===== src/sv/crc16_chunk_zero_fill_core_defines.svh =====
// assertion macros shared by the chunked crc block
`ifndef CRC16_CHUNK_ZERO_FILL_CORE_DEFINES_SVH
`define CRC16_CHUNK_ZERO_FILL_CORE_DEFINES_SVH

// same-cycle implication, checked outside reset
`define CZ_ASSERT_IMPLY(label, ante, cons, msg) \
	label: assert property (@(posedge clk) disable iff (!arst_n) (ante) |-> (cons)) \
		else $error(msg);

// next-cycle implication, checked outside reset
`define CZ_ASSERT_NEXT(label, ante, cons, msg) \
	label: assert property (@(posedge clk) disable iff (!arst_n) (ante) |=> (cons)) \
		else $error(msg);

`endif


===== src/sv/crc16cz_pkg.sv =====
`timescale 1ns / 1ps

package crc16cz_pkg;

	// field widths
	localparam int CRC_W  = 16;
	localparam int BYTE_W = 8;
	localparam int FILL_W = 8;

	// default chunk length in bytes
	localparam int CHUNK_BYTES_DEF = 256;

	// configuration port
	localparam int CFG_ADDR_W = 2;
	localparam logic [CFG_ADDR_W-1:0] REG_POLYNOMIAL  = 2'd0;
	localparam logic [CFG_ADDR_W-1:0] REG_START_VALUE = 2'd1;
	localparam logic [CFG_ADDR_W-1:0] REG_FINAL_XOR   = 2'd2;

	// register reset values
	localparam logic [CRC_W-1:0] POLY_RST  = 16'h1021;
	localparam logic [CRC_W-1:0] START_RST = 16'hFFFF;
	localparam logic [CRC_W-1:0] XOR_RST   = 16'hFFFF;

	// controller states
	typedef enum logic [1:0] {
		ST_IDLE,
		ST_SHIFT,
		ST_FILL,
		ST_EMIT
	} state_t;

	// controls for the bit-serial crc unit
	typedef struct packed {
		logic load;       // take a new data byte
		logic use_start;  // first byte of a chunk: seed from start value
		logic shift;      // advance one bit
	} crc_ctl_t;

endpackage


===== src/sv/crc16cz_crc_unit.sv =====
`timescale 1ns / 1ps

module crc16cz_crc_unit (
	input  logic                               clk,
	input  crc16cz_pkg::crc_ctl_t              ctl,
	input  logic [crc16cz_pkg::BYTE_W-1:0]     data_byte,
	input  logic [crc16cz_pkg::CRC_W-1:0]      polynomial,
	input  logic [crc16cz_pkg::CRC_W-1:0]      start_value,
	output logic [crc16cz_pkg::CRC_W-1:0]      crc
);

	logic [crc16cz_pkg::CRC_W-1:0]  crc_q;
	logic [crc16cz_pkg::BYTE_W-1:0] dat_q;
	logic                           fb;
	logic [crc16cz_pkg::CRC_W-1:0]  crc_shifted;
	logic [crc16cz_pkg::CRC_W-1:0]  crc_d;

	// one msb-first step; data bits run out as zeros, which serves the fill
	assign fb          = crc_q[crc16cz_pkg::CRC_W-1] ^ dat_q[crc16cz_pkg::BYTE_W-1];
	assign crc_shifted = {crc_q[crc16cz_pkg::CRC_W-2:0], 1'b0} ^
	                     (fb ? polynomial : '0);
	assign crc_d       = ctl.shift ? crc_shifted : crc_q;

	// crc and data shift registers
	always_ff @(posedge clk) begin
		if (ctl.load) begin
			crc_q <= ctl.use_start ? start_value : crc_d;
			dat_q <= data_byte;
		end else if (ctl.shift) begin
			crc_q <= crc_shifted;
			dat_q <= {dat_q[crc16cz_pkg::BYTE_W-2:0], 1'b0};
		end
	end

	assign crc = crc_q;

endmodule


===== src/sv/crc16_chunk_zero_fill_core.sv =====
`timescale 1ns / 1ps

// Chunked CRC-16 with zero fill. Bytes enter on the in channel with a last
// flag; each is shifted MSB first through a bit-serial CRC register, one bit
// per clock, and the next byte of a chunk can be taken in the cycle that
// shifts the last bit of the byte before. A chunk closes after CHUNK_BYTES
// bytes or at a byte marked last; a short chunk then clocks zero bytes
// through the same register, and in the emit state the result (CRC XOR
// final_xor, fill count saturated at 255) moves into the output register.
// The block then returns to idle, where it can take the next item. The next
// item can enter while the result waits to be read; a chunk that closes
// while an earlier result is still unread holds in the emit state, with
// the input stalled, until that result is taken.
// Configuration writes (polynomial, start value, final XOR) apply whenever
// the block is idle; the start value is sampled at each chunk's first byte.
module crc16_chunk_zero_fill_core #(
	parameter int CHUNK_BYTES = crc16cz_pkg::CHUNK_BYTES_DEF
) (
	input  logic                                  clk,
	input  logic                                  arst_n,
	// configuration
	input  logic                                  cfg_wr_en,
	input  logic [crc16cz_pkg::CFG_ADDR_W-1:0]    cfg_addr,
	input  logic [crc16cz_pkg::CRC_W-1:0]         cfg_wdata,
	// input items
	input  logic                                  in_valid,
	output logic                                  in_ready,
	input  logic [crc16cz_pkg::BYTE_W-1:0]        data_byte,
	input  logic                                  last,
	// result items
	output logic                                  out_valid,
	input  logic                                  out_ready,
	output logic [crc16cz_pkg::CRC_W-1:0]         crc_value,
	output logic [crc16cz_pkg::FILL_W-1:0]        fill_count
);

	localparam int CW = $clog2(CHUNK_BYTES + 1);
	localparam logic [CW-1:0] CHUNK_LEN = CW'(CHUNK_BYTES);

	crc16cz_pkg::state_t   state_q, state_d;
	crc16cz_pkg::crc_ctl_t crc_ctl;

	logic [crc16cz_pkg::CRC_W-1:0]  poly_q, start_q, fxor_q;
	logic [crc16cz_pkg::CRC_W-1:0]  crc;
	logic [CW-1:0]                  cnt_q;
	logic [2:0]                     bit_q;
	logic                           last_q;
	logic [crc16cz_pkg::FILL_W-1:0] fill_q;
	logic                           out_valid_q;
	logic [crc16cz_pkg::CRC_W-1:0]  crc_value_q;
	logic [crc16cz_pkg::FILL_W-1:0] fill_count_q;

	logic          accept, byte_end, full, closing;
	logic          cnt_inc, cnt_clr, fill_ld, out_ld;
	logic [CW-1:0] diff;
	logic [15:0]   diff_ext;

	// configuration registers
	always_ff @(posedge clk or negedge arst_n) begin
		if (!arst_n) begin
			poly_q  <= crc16cz_pkg::POLY_RST;
			start_q <= crc16cz_pkg::START_RST;
			fxor_q  <= crc16cz_pkg::XOR_RST;
		end else if (cfg_wr_en) begin
			case (cfg_addr)
				crc16cz_pkg::REG_POLYNOMIAL:  poly_q  <= cfg_wdata;
				crc16cz_pkg::REG_START_VALUE: start_q <= cfg_wdata;
				crc16cz_pkg::REG_FINAL_XOR:   fxor_q  <= cfg_wdata;
				default: ;
			endcase
		end
	end

	// chunk status
	assign byte_end = (bit_q == 3'd7);
	assign full     = (cnt_q == CHUNK_LEN);
	assign closing  = full || last_q;
	assign accept   = in_valid && in_ready;

	// zero bytes still owed, widened to 16 bits for the saturation below
	assign diff     = CHUNK_LEN - cnt_q;
	assign diff_ext = 16'(diff);

	// next state and controls
	always_comb begin
		state_d           = state_q;
		in_ready          = 1'b0;
		crc_ctl.load      = 1'b0;
		crc_ctl.use_start = 1'b0;
		crc_ctl.shift     = 1'b0;
		cnt_inc           = 1'b0;
		cnt_clr           = 1'b0;
		fill_ld           = 1'b0;
		out_ld            = 1'b0;
		case (state_q)
			crc16cz_pkg::ST_IDLE: begin
				in_ready = 1'b1;
				if (in_valid) begin
					state_d = crc16cz_pkg::ST_SHIFT;
				end
			end
			crc16cz_pkg::ST_SHIFT: begin
				crc_ctl.shift = 1'b1;
				if (byte_end) begin
					if (!closing) begin
						in_ready = 1'b1;
						state_d  = in_valid ? crc16cz_pkg::ST_SHIFT : crc16cz_pkg::ST_IDLE;
					end else begin
						fill_ld = 1'b1;
						state_d = full ? crc16cz_pkg::ST_EMIT : crc16cz_pkg::ST_FILL;
					end
				end
			end
			crc16cz_pkg::ST_FILL: begin
				crc_ctl.shift = 1'b1;
				if (byte_end) begin
					cnt_inc = 1'b1;
					if (cnt_q + 1'b1 == CHUNK_LEN) begin
						state_d = crc16cz_pkg::ST_EMIT;
					end
				end
			end
			crc16cz_pkg::ST_EMIT: begin
				if (!out_valid_q || out_ready) begin
					out_ld  = 1'b1;
					cnt_clr = 1'b1;
					state_d = crc16cz_pkg::ST_IDLE;
				end
			end
			default: begin
				state_d = crc16cz_pkg::ST_IDLE;
			end
		endcase
		if (accept) begin
			crc_ctl.load      = 1'b1;
			crc_ctl.use_start = (cnt_q == '0);
			cnt_inc           = 1'b1;
		end
	end

	// state register
	always_ff @(posedge clk or negedge arst_n) begin
		if (!arst_n) begin
			state_q <= crc16cz_pkg::ST_IDLE;
		end else begin
			state_q <= state_d;
		end
	end

	// bit and byte counters
	always_ff @(posedge clk or negedge arst_n) begin
		if (!arst_n) begin
			bit_q <= '0;
			cnt_q <= '0;
		end else begin
			if (crc_ctl.shift) begin
				bit_q <= bit_q + 3'd1;
			end
			if (cnt_clr) begin
				cnt_q <= '0;
			end else if (cnt_inc) begin
				cnt_q <= cnt_q + 1'b1;
			end
		end
	end

	// last flag and fill length of the current chunk
	always_ff @(posedge clk) begin
		if (accept) begin
			last_q <= last;
		end
		if (fill_ld) begin
			fill_q <= (diff_ext > 16'd255) ? 8'hFF : diff_ext[7:0];
		end
	end

	// bit-serial crc
	crc16cz_crc_unit u_crc (
		.clk         (clk),
		.ctl         (crc_ctl),
		.data_byte   (data_byte),
		.polynomial  (poly_q),
		.start_value (start_q),
		.crc         (crc)
	);

	// output register
	always_ff @(posedge clk or negedge arst_n) begin
		if (!arst_n) begin
			out_valid_q <= 1'b0;
		end else if (out_ld) begin
			out_valid_q <= 1'b1;
		end else if (out_ready) begin
			out_valid_q <= 1'b0;
		end
	end

	always_ff @(posedge clk) begin
		if (out_ld) begin
			crc_value_q  <= crc ^ fxor_q;
			fill_count_q <= fill_q;
		end
	end

	assign out_valid  = out_valid_q;
	assign crc_value  = crc_value_q;
	assign fill_count = fill_count_q;

	// checks
	`include "crc16_chunk_zero_fill_core_defines.svh"

	`CZ_ASSERT_IMPLY(a_cnt_range, 1'b1, cnt_q <= CHUNK_LEN, "byte count past chunk length")
	`CZ_ASSERT_IMPLY(a_fill_short, state_q == crc16cz_pkg::ST_FILL, cnt_q < CHUNK_LEN, "fill on a full chunk")
	`CZ_ASSERT_IMPLY(a_emit_src, $rose(out_valid_q), $past(state_q == crc16cz_pkg::ST_EMIT), "result loaded outside emit")
	`CZ_ASSERT_NEXT(a_emit_clr, out_ld, cnt_q == '0, "chunk not restarted after result")

endmodule


===== config.mk =====
export PLATFORM = sky130hd
export DESIGN_NAME = crc16_chunk_zero_fill_core
export DESIGN_NICKNAME = d
export VERILOG_FILES = /design/src/sv/crc16cz_pkg.sv /design/src/sv/crc16cz_crc_unit.sv /design/src/sv/crc16_chunk_zero_fill_core.sv
export VERILOG_INCLUDE_DIRS = /design/src /design/src/sv
export SDC_FILE = /design/constraint.sdc
export NUM_CORES = 1
export LEC_CHECK = 0
export ABC_AREA = 0
export BUFFER_PORTS_ARGS = -buffer_cell sky130_fd_sc_hd__buf_2
export CORE_UTILIZATION = 30
export CTS_BUF_LIST = sky130_fd_sc_hd__clkbuf_8
export DETAILED_ROUTE_END_ITERATION = 10
export PLACE_DENSITY = 0.45
export SETUP_SLACK_MARGIN = 0.4
export SLEW_MARGIN = 15
export SYNTH_ARGS = -nofsm -noshare
export SYNTH_HDL_FRONTEND = slang
export SYNTH_SLANG_ARGS = --single-unit

===== constraint.sdc =====
create_clock -name clk -period 2.55 [get_ports clk]
set_input_delay 0.51 -clock clk [delete_from_list [all_inputs] [get_ports clk]]
set_output_delay 0.51 -clock clk [all_outputs]
set_load 0.005 [all_outputs]

==> summary.md, run 1 <==
| Metric | Value |
|---|---|
| Status | `complete, but fails checks` |
| Violated checks | `setup timing` |
| Clock Tree Root | `clkbuf_8` |
| Max Cap Viol | `0` |
| # DRC | `0` |
| Synth Register Bits | `between 100 and 150` |
| Setup crit start | `cnt_q[5]` |
| Post-synth EDFFs | `41` |
| CTS tree | `yes` |
| Normalized max-slew margin | `55.8%` |
| Asr flop ratio synth | `52.5%` |
| Final nets | `just under 600` |
| Hpwl dp | `7280 um` |
| All-Layer GR Usage | `13.1%` |
| Max clock buf depth | `2` |
| Required time worst endpoint | `roughly 2.0 ns` |
| WL/cell | `15.7 um` |
| Final Setup Violations | `2` |
| Clk_skew | `approximately 0.012 ns` |
| Total CTS buffers | `17` |
| Rows | `between 40 and 50` |
| Setup TNS | `-0.183 ns` |
| Bufs and invs on worst path | `1` |
| GP Congestion | `roughly 0.78` |
| TritonCTS Sinks | `120` |
| Initial antenna violation count | `0` |
| CTS Hold Bufs | `0` |
| Final min period | `approximately 2.7 ns` |
| # IOs | `58` |
| Height of the die | `137 um` |
| Power density cells | `~1200 nW/um^2` |
| Most used DFF post-synth | `edfxtp_1` |
| Routed Antenna Nets | `0` |
| Net Count, Synth | `467` |
| Final period utilization | `104%` |
| Initial drt markers | `129` |
| Grt ovf | `0` |
| Worst skew pair latency | `0.44 ns` |
| Setup crit end kind | `output pin` |
| DRT Pass-1 Iters | `4` |
| Synth Cell Area | `5430 um^2` |
| RSZ-0062 raised after global routing | `yes` |
| Startpoint type of the worst setup path | `flop` |
| Total power | `~8.9 mW` |
| Crit path max-delay family | `simple AND/OR/NAND/NOR gates` |
| Max rail drop VDD | `just under 400 uV` |
| H-tree depth | `4` |
| Die area | `18600 um^2` |
| CP Cell Sequence | `nor3_2 > nand3b_1 > nor3_2 > ha_2 > and4bb_4 > or2_4 > buf_6` |
| N_diodes | `0` |
| Vias in the first global route | `3617` |
| Warnings, synthesis | `0` |
| Die Wd | `around 140 um` |
| Core area | `17500 um^2` |
| CP arrival | `2.14 ns` |
| Count of input and output buffers | `between 50 and 60` |
| Fin. Hold Viols | `0` |
| Setup CP Type | `flop to output pin` |
| CP dominant cell by count | `nor3_2` |
| Via density | `4.55` |
| Crit-path slowest cell | `dfrtp_1` |
| P_leak | `just over 3 nW` |
| Number of fill cells in the layout | `1660` |
| Area Growth Syn to Fin | `32.2%` |
| Yosys cell types | `49` |
| Register clock-pin slew on the reported worst setup and hold paths | `0.08 ns` |
| Peak Freq | `0.377 GHz` |
| Sequential area share after synthesis | `58.4%` |
| Initial Utilization | `31.1%` |
| Syn avg cell area | `12.8 um^2` |
| Synth Instances | `about 420` |
| Setup ws final | `-0.104 ns` |
| Final WL | `12200 um` |
| Crit Path Max Fanout | `3` |
| Share of post-route cells with drive strength above 1 | `a little over half` |
| HP Class | `primary input to asynchronous set/reset pin` |
| Max-slew violation count | `0` |
| Worst slew pin tran | `0.663 ns` |
| First-pass GRT wire length | `18200 um` |
| Critical R2R Launch | `cnt_q[5]` |
| Vias | `3549` |
| Pin count of the biggest net entering global routing | `40` |
| Max stage delay on crit path | `0.38 ns` |
-- per-stage QoR --
step / setup slack, ns / instances / util [%] / hold slack, ns / cell area (um^2)
floorplan: 0.251 / 424 / - / 0.214 / 5480
global placement: 0.189 / 703 / 34.6 / 0.402 / 6050
detailed placement: 0.0894 / 703 / 34.6 / 0.406 / 6050
CTS: -0.157 / 760 / 38.3 / 0.0961 / 6700
global route: -0.219 / 780 / 41.1 / 0.129 / 7180
finish: -0.104 / 780 / 41.1 / 0.0969 / 7180
-- routing by layer --
| layer | wire (um) | share of wire [%] | track usage [%] | vias to the layer above |
|---|---|---|---|---|
| met5 | 0 | 0 | 0 | - |
| met4 | 208 | 1.7 | 6.73 | 0 |
| met3 | 381 | 3.1 | 2.96 | 15 |
| met2 | 6090 | 50 | 21.7 | 63 |
| met1 | 5560 | 45 | 16.0 | 1757 |
| li1 | - | - | - | 1714 |
-- worst paths after layout --
check	cells after the start	slack (ns)	end
max	7	-0.10	in_ready
min	1	0.1	cnt_q[2]
max reg2reg	16	-0.08	fill_q[6]
min reg2reg	0	0.42	fill_count[4]
max in group asynchronous	2	1.73	fxor_q[9]
min in group clk	1	0.25	last_q
-- where the power goes --
group	switching, mW	internal (mW)	leakage (nW)
clock network	0.741	0.835	0.205
registers	0.372	2.77	1.23
logic	1.92	2.24	1.62
total	3.04	5.85	3.06
-- what timing repair did --
action,4_1_cts,5_1_grt
cloned,0,3
setup endpoints to repair,42,51
pin swaps,22,22
resized for setup,28,69
buffers inserted,25,17
-- worst reg2reg max path: stages (launching register included) --
cell and delay [ns]:
dfrtp_1 0.38, nor3_2 0.23, nand3b_1 0.15, buf_4 0.16
buf_4 0.12, buf_6 0.10, buf_4 0.12, buf_4 0.12
buf_4 0.12, buf_4 0.12, buf_4 0.12, buf_4 0.12
buf_6 0.11, buf_6 0.11, buf_6 0.11, xnor2_2 0.13
nand2_1 0.07
-- registers in the layout, indices dropped and copies added, names as in the netlist, named ones only --
| name | flops |
|---|---|
| u_crc.crc | 16 |
| state_q | 1 |
| last_q | 1 |
| poly_q | 16 |
| bit_q | 3 |
| crc_value | 16 |
| fill_count | 8 |
| fill_q | 8 |
| fxor_q | 16 |
| u_crc.dat_q | 8 |
| start_q | 16 |
| out_valid | 1 |
| cnt_q | 9 |
-- layout by cell type, fill, tap and decap left out, types with 4 or more instances in the layout --
master,Yosys,routed
nand2_4,0,9
mux2_2,50,50
buf_12,0,4
buf_6,3,23
nor2_1,25,25
dfstp_2,35,35
inv_1,8,10
dfrtp_1,28,27
edfxtp_1,41,41
o21ai_0,10,7
xnor2_2,0,4
nand2b_1,8,5
xor2_1,36,36
clkinv_2,0,7
nand2_2,0,15
a211oi_2,12,14
buf_2,10,56
xnor2_1,9,5
dfxtp_1,16,16
buf_4,1,30
a21o_1,16,16
clkbuf_8,0,17
ha_1,11,8
nand2_1,51,27
-- area by class of cell --
cell class              instances  area (um^2)  area share [%]
well taps                     225          282            3.92
clock inverters                15          120            1.67
flip-flops and latches        120         3170            44.2
multi-input cells             278         2410            33.6
clock buffers                  17          234            3.26
repair buffers                116          900            12.5
inverters                       9         60.1           0.836
-- cell usage after synthesis, types with 3 or more instances --
library cell | n | area [um^2]
buf_6 | 3 | 33.8
nand3_1 | 4 | 20.0
ha_1 | 11 | 138
dfstp_2 | 35 | 920
edfxtp_1 | 41 | 1230
nand2b_1 | 8 | 50.1
clkbuf_1 | 4 | 15.0
nand3b_1 | 3 | 22.5
xnor2_1 | 9 | 78.8
dfxtp_1 | 16 | 320
a21oi_1 | 7 | 35.0
buf_2 | 10 | 50.1
a211oi_2 | 12 | 150
xor2_1 | 36 | 315
dfrtp_1 | 28 | 701
inv_1 | 8 | 30.0
nand2_1 | 51 | 191
mux2_2 | 50 | 563
o21ai_0 | 10 | 50.1
a21o_1 | 16 | 120
nor2_1 | 25 | 93.8
nor3_1 | 4 | 20.0
-- kinds of logic after synthesis --
logic type,Yosys count,share of synthesized area [%]
flops,120,58.4
simple gates,112,9.95
compound gates,56,8.13
mux,51,10.6
xor+xnor,46,7.56
buf+inv,28,2.86
fa+ha+maj,11,2.53
(Power assumes the default switching activity.)
==> run 2: changes to the inputs <==
--- a/config.mk
+++ b/config.mk
@@ -11,9 +11,10 @@
 export CORE_UTILIZATION = 30
 export CTS_BUF_LIST = sky130_fd_sc_hd__clkbuf_8
 export DETAILED_ROUTE_END_ITERATION = 10
-export PLACE_DENSITY = 0.45
+export PLACE_DENSITY = 0.43
 export SETUP_SLACK_MARGIN = 0.4
 export SLEW_MARGIN = 15
 export SYNTH_ARGS = -nofsm -noshare
 export SYNTH_HDL_FRONTEND = slang
+export SYNTH_HIERARCHICAL = 1
 export SYNTH_SLANG_ARGS = --single-unit
==> constraint.sdc (replaced) <==
create_clock -name clk -period 2.5 [get_ports clk]
set_input_delay 0.5 -clock clk [delete_from_list [all_inputs] [get_ports clk]]
set_output_delay 0.5 -clock clk [all_outputs]
set_load 0.005 [all_outputs]
==> run 2 against run 1 <==
Net effect: critical path type unchanged; non-clock buffer count up 3; critical path depth is 2 higher; sequential share of layout area shrank 3.3 points; the run still ends with setup timing left; final cell count is 3.7% higher; sequential cell count stayed put; final area up 8.1%; synthesized cell count up 7.3%; combinational power fell by 3%; worst hold slack lost 0.040 ns; sequential power up 4%; worst setup slack got worse by 0.25 ns.
==> summary.md, run 2 <==
| Metric | Value |
|---|---|
| Asr flop ratio synth | `52.5%` |
| Pin count of the biggest net entering global routing | `64` |
| Reg2reg path depth | `15` |
| Setup crit end kind | `output pin` |
| Setup TNS | `-8.53 ns` |
| Crit Path Max Fanout | `3` |
| Register clock-pin slew on the reported worst setup and hold paths | `approximately 0.070 ns` |
| CP Cell Sequence | `inv_4 > ha_4 > nand4bb_1 > nor3_2 > ha_2 > and4bb_2 > or2_4 > buf_6 > buf_6` |
| TritonCTS Sinks | `120` |
| Hpwl dp | `8020 um` |
| Max Cap Viol | `0` |
| Post-synth top cells | `57 x mux2_2, 41 x edfxtp_1, 35 x dfstp_2` |
| # IOs | `58` |
| WL/cell | `~17 um` |
| Sequential area share after synthesis | `approximately 56%` |
| Die Wd | `139 um` |
| DRT Pass-1 Iters | `5` |
| HP Class | `primary input to asynchronous set/reset pin` |
| Die area | `19400 um^2` |
| CTS tree | `yes` |
| Final Setup Violations | `43` |
| Area Growth Syn to Fin | `37.3%` |
| Power density cells | `1160 nW/um^2` |
| Area of the multi-input gates | `roughly 2800 um^2` |
| CP arrival | `between 2 and 2.5 ns` |
| Setup ws final | `-0.350 ns` |
| Bufs and invs on worst path | `3` |
| Post-synth top area cell | `edfxtp_1` |
| Grt ovf | `0` |
| Warnings, synthesis | `6` |
| Net Count, Synth | `498` |
| Initial drt markers | `roughly 190` |
| Core area | `18200 um^2` |
| Setup CP Type | `flop to output pin` |
| Number of fill cells in the layout | `roughly 1.7k` |
| Max rail drop VDD | `733 uV` |
| Vias | `3989` |
| Most used DFF post-synth | `edfxtp_1` |
| Sequential Area | `~3200 um^2` |
| Top-area cell type share of the netlist area | `~22%` |
| Total CTS buffers | `17` |
| Vias in the first global route | `~4.1k` |
| Synth Cell Area | `around 5700 um^2` |
| # DRC | `0` |
| Crit-path slowest cell | `dfrtp_1` |
| Initial antenna violation count | `1` |
| Share of post-route cells with drive strength above 1 | `55.3%` |
| Synth top area cells | `edfxtp_1 22%, dfstp_2 16%, dfrtp_1 12%, mux2_2 11%, dfxtp_1 5.7%` |
| Synth Instances | `455` |
| Worst skew pair latency | `0.44 ns` |
| Syn avg cell area | `12.4 um^2` |
| Fin. Hold Viols | `0` |
| WP depth | `9` |
| H-tree depth | `4` |
| Violated checks | `setup timing` |
| First-pass GRT wire length | `between 20000 and 25000 um` |
| WHS | `approximately 0.057 ns` |
| Startpoint type of the worst setup path | `flop` |
| Max clock buf depth | `2` |
| CP dominant cell by count | `buf_6` |
| RSZ-0062 raised after global routing | `yes` |
| Rows | `49` |
| Peak Freq | `0.351 GHz` |
| Final nets | `609` |
| Count of input and output buffers | `57` |
| Final min period | `about 2.8 ns` |
| Post-synth EDFFs | `41` |
| Status | `complete, but fails checks` |
| Final period utilization | `114%` |
| Via density | `~5` |
| Max stage delay on crit path | `0.41 ns` |
| Post-route non-filler standard cell count | `809` |
| Placed insts | `between 700 and 800` |
| Max-slew violation count | `0` |
| P_leak | `~3.2 nW` |
| Clock Tree Root | `clkbuf_8` |
| Synth Register Bits | `120` |
| Normalized max-slew margin | `42.8%` |
| Required time worst endpoint | `2.00 ns` |
| Commonest cells after routing, fill and taps aside | `57 x mux2_2, 56 x buf_2, 41 x edfxtp_1, 35 x dfstp_2` |
| Initial Utilization | `31.1%` |
| Commonest non-fill, non-tap cell in the layout | `mux2_2` |
| Pre-CTS setup slack | `-0.139 ns` |
| Crit path max-delay family | `simple AND/OR/NAND/NOR gates` |
| GP Congestion | `roughly 0.76` |
| Routed Antenna Nets | `0` |
| Final WL | `14000 um` |
| Height of the die | `139 um` |
| Count leader, synth | `mux2_2` |
| Worst slew pin tran | `approximately 0.86 ns` |
| Clk_skew | `0.0135 ns` |
| Yosys cell types | `52` |
| All-Layer GR Usage | `15.1%` |
## run 2: cell families (layout without fill, tap and decap cells)
group           count (synthesis)  in the layout  share of synthesized area [%]
compound gates                 59             59                           8.05
mux                            58             58                           11.5
flops                         120            120                           56.1
buf+inv                        51            175                           4.25
fa+ha+maj                      11             11                           2.43
simple gates                  122            122                           12.1
xor+xnor                       34             34                           5.53
other cells                     0              1                              0
## run 2: what timing repair did
item	4_1_cts	5_1_grt
endpoints found under the setup margin	49	61
hold endpoints to repair	0	0
buffers inserted	18	9
pin swaps	35	38
gates cloned	8	0
hold buffers	0	0
gates resized for setup	62	64
## run 2: through the flow
step	utilization (%)	total power, mW	area [um^2]
global route	42.6	9.56	7760
CTS	40.4	8.63	7350
global placement	34.9	6.12	6360
detailed placement	34.9	6.21	6360
finish	42.6	8.98	7760
floorplan	-	5.31	5750
## run 2: where the power goes
part           internal, mW  switching, mW  total [mW]  leakage, nW
clock network         0.884          0.773        1.66        0.208
logic                  1.99           2.06        4.04         1.71
registers              2.84          0.432        3.28         1.23
total                  5.72           3.26        8.98         3.15
## run 2: worst reg2reg max path, stage by stage, from the launching register on
cell and delay (ns):
dfrtp_1 0.41, inv_4 0.07, ha_4 0.12, nand4bb_1 0.14, nor3_2 0.25, ha_2 0.22, and4bb_2 0.24, buf_4 0.13
buf_4 0.13, o21ai_4 0.17, clkinv_4 0.10, buf_12 0.14, buf_6 0.13, and3_4 0.17, a31oi_4 0.14, nand3_2 0.09
## run 2: routing by layer
metal | track usage, % | wire (um)
met1 | 19.1 | 6540
met2 | 24.2 | 6740
met3 | 4.40 | 496
met4 | 6.20 | 269
met5 | 0 | 0
## run 2: path summary, 6_finish.rpt
kind	start	endpoint	slack [ns]
hold / removal	arst_n	out_valid	0.06
setup / recovery	cnt_q[0]	in_ready	-0.35
min in group clk	last	last_q	0.24
setup reg to reg	cnt_q[0]	u_crc/crc[4]	-0.28
max in group asynchronous	arst_n	start_q[2]	2.10
hold reg to reg	fill_q[2]	fill_count[2]	0.42
## run 2: cell type report
| type | count | share of cell area, % |
|---|---|---|
| diodes | 1 | 0.0322 |
| clock buffers | 18 | 3.19 |
| clock inverters | 14 | 1.55 |
| inverters | 24 | 1.26 |
| multi-input cells | 284 | 35.6 |
| flip-flops and latches | 120 | 40.9 |
| well taps | 229 | 3.69 |
| repair buffers | 119 | 13.8 |
==> run 3: changes to the inputs <==
--- a/config.mk
+++ b/config.mk
@@ -6,7 +6,7 @@
 export SDC_FILE = /design/constraint.sdc
 export NUM_CORES = 1
 export LEC_CHECK = 0
-export ABC_AREA = 0
+export ABC_AREA = 1
 export BUFFER_PORTS_ARGS = -buffer_cell sky130_fd_sc_hd__buf_2
 export CORE_UTILIZATION = 30
 export CTS_BUF_LIST = sky130_fd_sc_hd__clkbuf_8
==> run 3 against run 2 <==
Net effect: register-to-register slack improved by 0.20 ns; combinational power decreased by 9.4%; the flow still finishes with violations (setup timing); critical endpoint unchanged; synthesized cell count increased by 28%; area after synthesis decreased by 3.0%; via count increased by 7.9%.
==> summary.md, run 3 <==
| Metric | Value |
|---|---|
| Core area | `18000 um^2` |
| Final min period | `2.61 ns` |
| Peak Freq | `between 0.3 and 0.4 GHz` |
| Sequential area share after synthesis | `57.8%` |
| Crit-path slowest cell | `dfrtp_1` |
| Setup crit end kind | `output pin` |
| Final nets | `approximately 730` |
| Initial Utilization | `30.5%` |
| Met1 WL | `5980 um` |
| Commonest cells after routing, fill and taps aside | `105 x nand2_1, 59 x inv_1, 56 x buf_2, 51 x o21ai_0, 44 x nand3_1` |
| Final WL | `13300 um` |
| Setup CP Type | `flop to output pin` |
| Synth Register Bits | `120` |
| Rows | `49` |
| Initial drt markers | `180` |
| Normalized max-slew margin | `53.2%` |
| Startpoint type of the worst setup path | `flop` |
| Count of input and output buffers | `57` |
| Top-area cell type share of the netlist area | `22.4%` |
| Vias in the first global route | `4207` |
| GP Congestion | `0.828` |
| WL/cell | `between 10 and 15 um` |
| Most used DFF post-synth | `edfxtp_1` |
| Worst skew pair latency | `0.44 ns` |
| HP Start | `last` |
| Die Wd | `137 um` |
| RSZ-0062 raised after global routing | `yes` |
| # DRC | `0` |
| Bufs and invs on worst path | `3` |
| Synth Area in Adders | `2.74%` |
| Clock Tree Root | `clkbuf_8` |
| N_diodes | `0` |
| Height of the die | `between 100 and 150 um` |
| Routed Antenna Nets | `0` |
| Area Growth Syn to Fin | `32.4%` |
| Warnings, synthesis | `6` |
| Max rail drop VDD | `673 uV` |
| Grt ovf | `0` |
| Critical R2R Launch | `cnt_q[0]` |
| Vias | `4303` |
| Max stage delay on crit path | `0.39 ns` |
| Via density | `4.65` |
| Asr flop ratio synth | `52.5%` |
| Max Cap Viol | `0` |
| Post-synth top cells | `120 x nand2_1, 58 x inv_1, 56 x nand3_1` |
| Violated checks | `setup timing` |
| Final Setup Violations | `19` |
| Post-synth top area cell | `edfxtp_1` |
| Largest family of logic cells by synthesized area | `simple AND/OR/NAND/NOR gates` |
| Post-route non-filler standard cell count | `926` |
| Syn avg cell area | `9.41 um^2` |
| Yosys cell types | `34` |
| P_leak | `3.21 nW` |
| Final period utilization | `104%` |
| Power density cells | `1170 nW/um^2` |
| DRT Pass-1 Iters | `4` |
| Status | `complete, but fails checks` |
| All-Layer GR Usage | `15.2%` |
| Synth Area in XOR/XNOR | `3.35%` |
| Max-slew violation count | `0` |
| Count leader, synth | `nand2_1` |
| Synth Instances | `583` |
| Setup crit start | `cnt_q[0]` |
| Synth Cell Area | `5490 um^2` |
| Pre-CTS setup slack | `approximately 0.046 ns` |
| H-tree depth | `4` |
| Number of fill cells in the layout | `1759` |
| Area after DPL | `6180 um^2` |
| Crit path max-delay family | `simple AND/OR/NAND/NOR gates` |
| First-pass GRT wire length | `21400 um` |
| Share of post-route cells with drive strength above 1 | `a little under two fifths` |
| Fin area | `roughly 7300 um^2` |
| Sequential Area | `between 3000 and 4000 um^2` |
| Required time worst endpoint | `2.00 ns` |
| Pin count of the biggest net entering global routing | `33` |
| Multiplexer area fraction after synthesis | `0.410%` |
| Max clock buf depth | `2` |
| Placed insts | `864` |
| Register clock-pin slew on the reported worst setup and hold paths | `about 0.070 ns` |
| Die area | `18800 um^2` |
| Net Count, Synth | `627` |
| Initial antenna violation count | `0` |
| Met2 wire length | `6600 um` |
| Setup ws final | `-0.106 ns` |
| CP Cell Sequence | `inv_2 > ha_4 > inv_2 > nor2_2 > nand2_1 > nor2_2 > nand2_2 > nor3_4 > ha_4 > nor2_4 > nand3_2 > nand2_2 > buf_6` |
| Hpwl dp | `between 8000 and 9000 um` |
| Simple-gate share of the synthesized area | `20.0%` |
| Area of the multi-input gates | `approximately 2400 um^2` |
| Worst slew pin tran | `0.701 ns` |
| CTS tree | `yes` |
| CP arrival | `between 2 and 2.5 ns` |
| Complex-gate fraction of the synthesized area | `9.12%` |
| Synth top area cells | `edfxtp_1 22%, dfstp_2 17%, dfrtp_1 13%, nand2_1 8.2%, dfxtp_1 5.8%` |
| Commonest non-fill, non-tap cell in the layout | `nand2_1` |
| # IOs | `58` |
| Post-synth EDFFs | `between 40 and 50` |
| Total CTS buffers | `17` |
| Clk_skew | `0.0141 ns` |
| Fin. Hold Viols | `0` |
| Met3 wire length | `456 um` |
| Crit Path Max Fanout | `2` |
| Top Metal Used | `met4` |
| HP Class | `primary input to flop` |
| TritonCTS Sinks | `120` |
## run 3: cell types whose count changed in the layout (fill, tap and decap cells not counted), sizes merged, moves of 23 or more
cell   change
a21oi     +23
inv       +44
nand3     +36
mux2      -55
nand2    +110
o21ai     +52
nor2      +25
## run 3: worst paths after layout
| check | endpoint | slack (ns) | cells after the start |
|---|---|---|---|
| max | in_ready | -0.11 | 13 |
| min | last_q | 0.26 | 1 |
| max reg2reg | u_crc/crc[0] | -0.08 | 21 |
| min reg2reg | fill_count[2] | 0.42 | 0 |
| max in group asynchronous | start_q[15] | 1.19 | 3 |
| min in group asynchronous | poly_q[8] | 0.56 | 2 |
## run 3: worst reg2reg max path, cell delays in order, from the launching register on
cell	delay [ns]
dfrtp_1	0.39
inv_2	0.08
ha_4	0.14
inv_2	0.03
nor2_2	0.08
nand2_1	0.07
nor2_2	0.12
nand2_2	0.10
nor3_4	0.18
ha_4	0.18
nor2_4	0.04
nand3_2	0.06
nand2_2	0.07
buf_6	0.11
buf_6	0.10
buf_6	0.12
nand2_8	0.10
inv_12	0.06
nand2_8	0.15
buf_12	0.17
nor2_2	0.04
a31oi_1	0.12
## run 3: layer usage
layer / GRT usage, % / vias to the layer above
met4: 6.29 / 0
met5: 0 / -
met2: 24.9 / 73
li1: - / 2157
met1: 18.7 / 2056
met3: 4.34 / 17
## run 3: report_power, final
group	total, mW	internal, mW	switching, mW
clock network	1.60	0.859	0.740
logic	3.66	1.62	2.04
registers	3.20	2.77	0.439
total	8.47	5.25	3.22
## run 3: kinds of logic after synthesis
group / after synthesis
simple gates: 247
flops: 120
compound gates: 96
buf+inv: 85
xor+xnor: 21
fa+ha+maj: 12
mux: 2
## run 3: final cells by class
cell class	instances	area share (%)
Clock inverter	11	0.965
Timing Repair Buffer	103	10.0
Timing Repair inverter	1	0.155
Tap cell	229	3.94
Sequential cell	120	43.7
Multi-Input combinational cell	378	33.6
Inverter	63	3.70
Clock buffer	21	3.98
## run 3: timing repair
action                                 in CTS  in global routing
setup endpoints to repair                  52                 60
pin swaps                                  16                 14
cloned                                      3                  0
resized for setup                          62                 56
endpoints found under the hold margin       2                  0
setup buffers                              18                  8
hold buffers                                1                  0
## run 3: through the flow
| step | TNS (ns) | hold WS [ns] | utilization (%) | power [mW] |
|---|---|---|---|---|
| after CTS | -0.872 | 0.219 | 38.8 | 8.07 |
| after global routing | -6.13 | 0.216 | 40.4 | 9.06 |
| after global placement | 0 | 0.405 | 34.4 | 5.78 |
| after floorplan | 0 | 0.204 | - | 5.12 |
| after detailed placement | 0 | 0.405 | 34.4 | 5.85 |
| final | -0.987 | 0.255 | 40.4 | 8.47 |
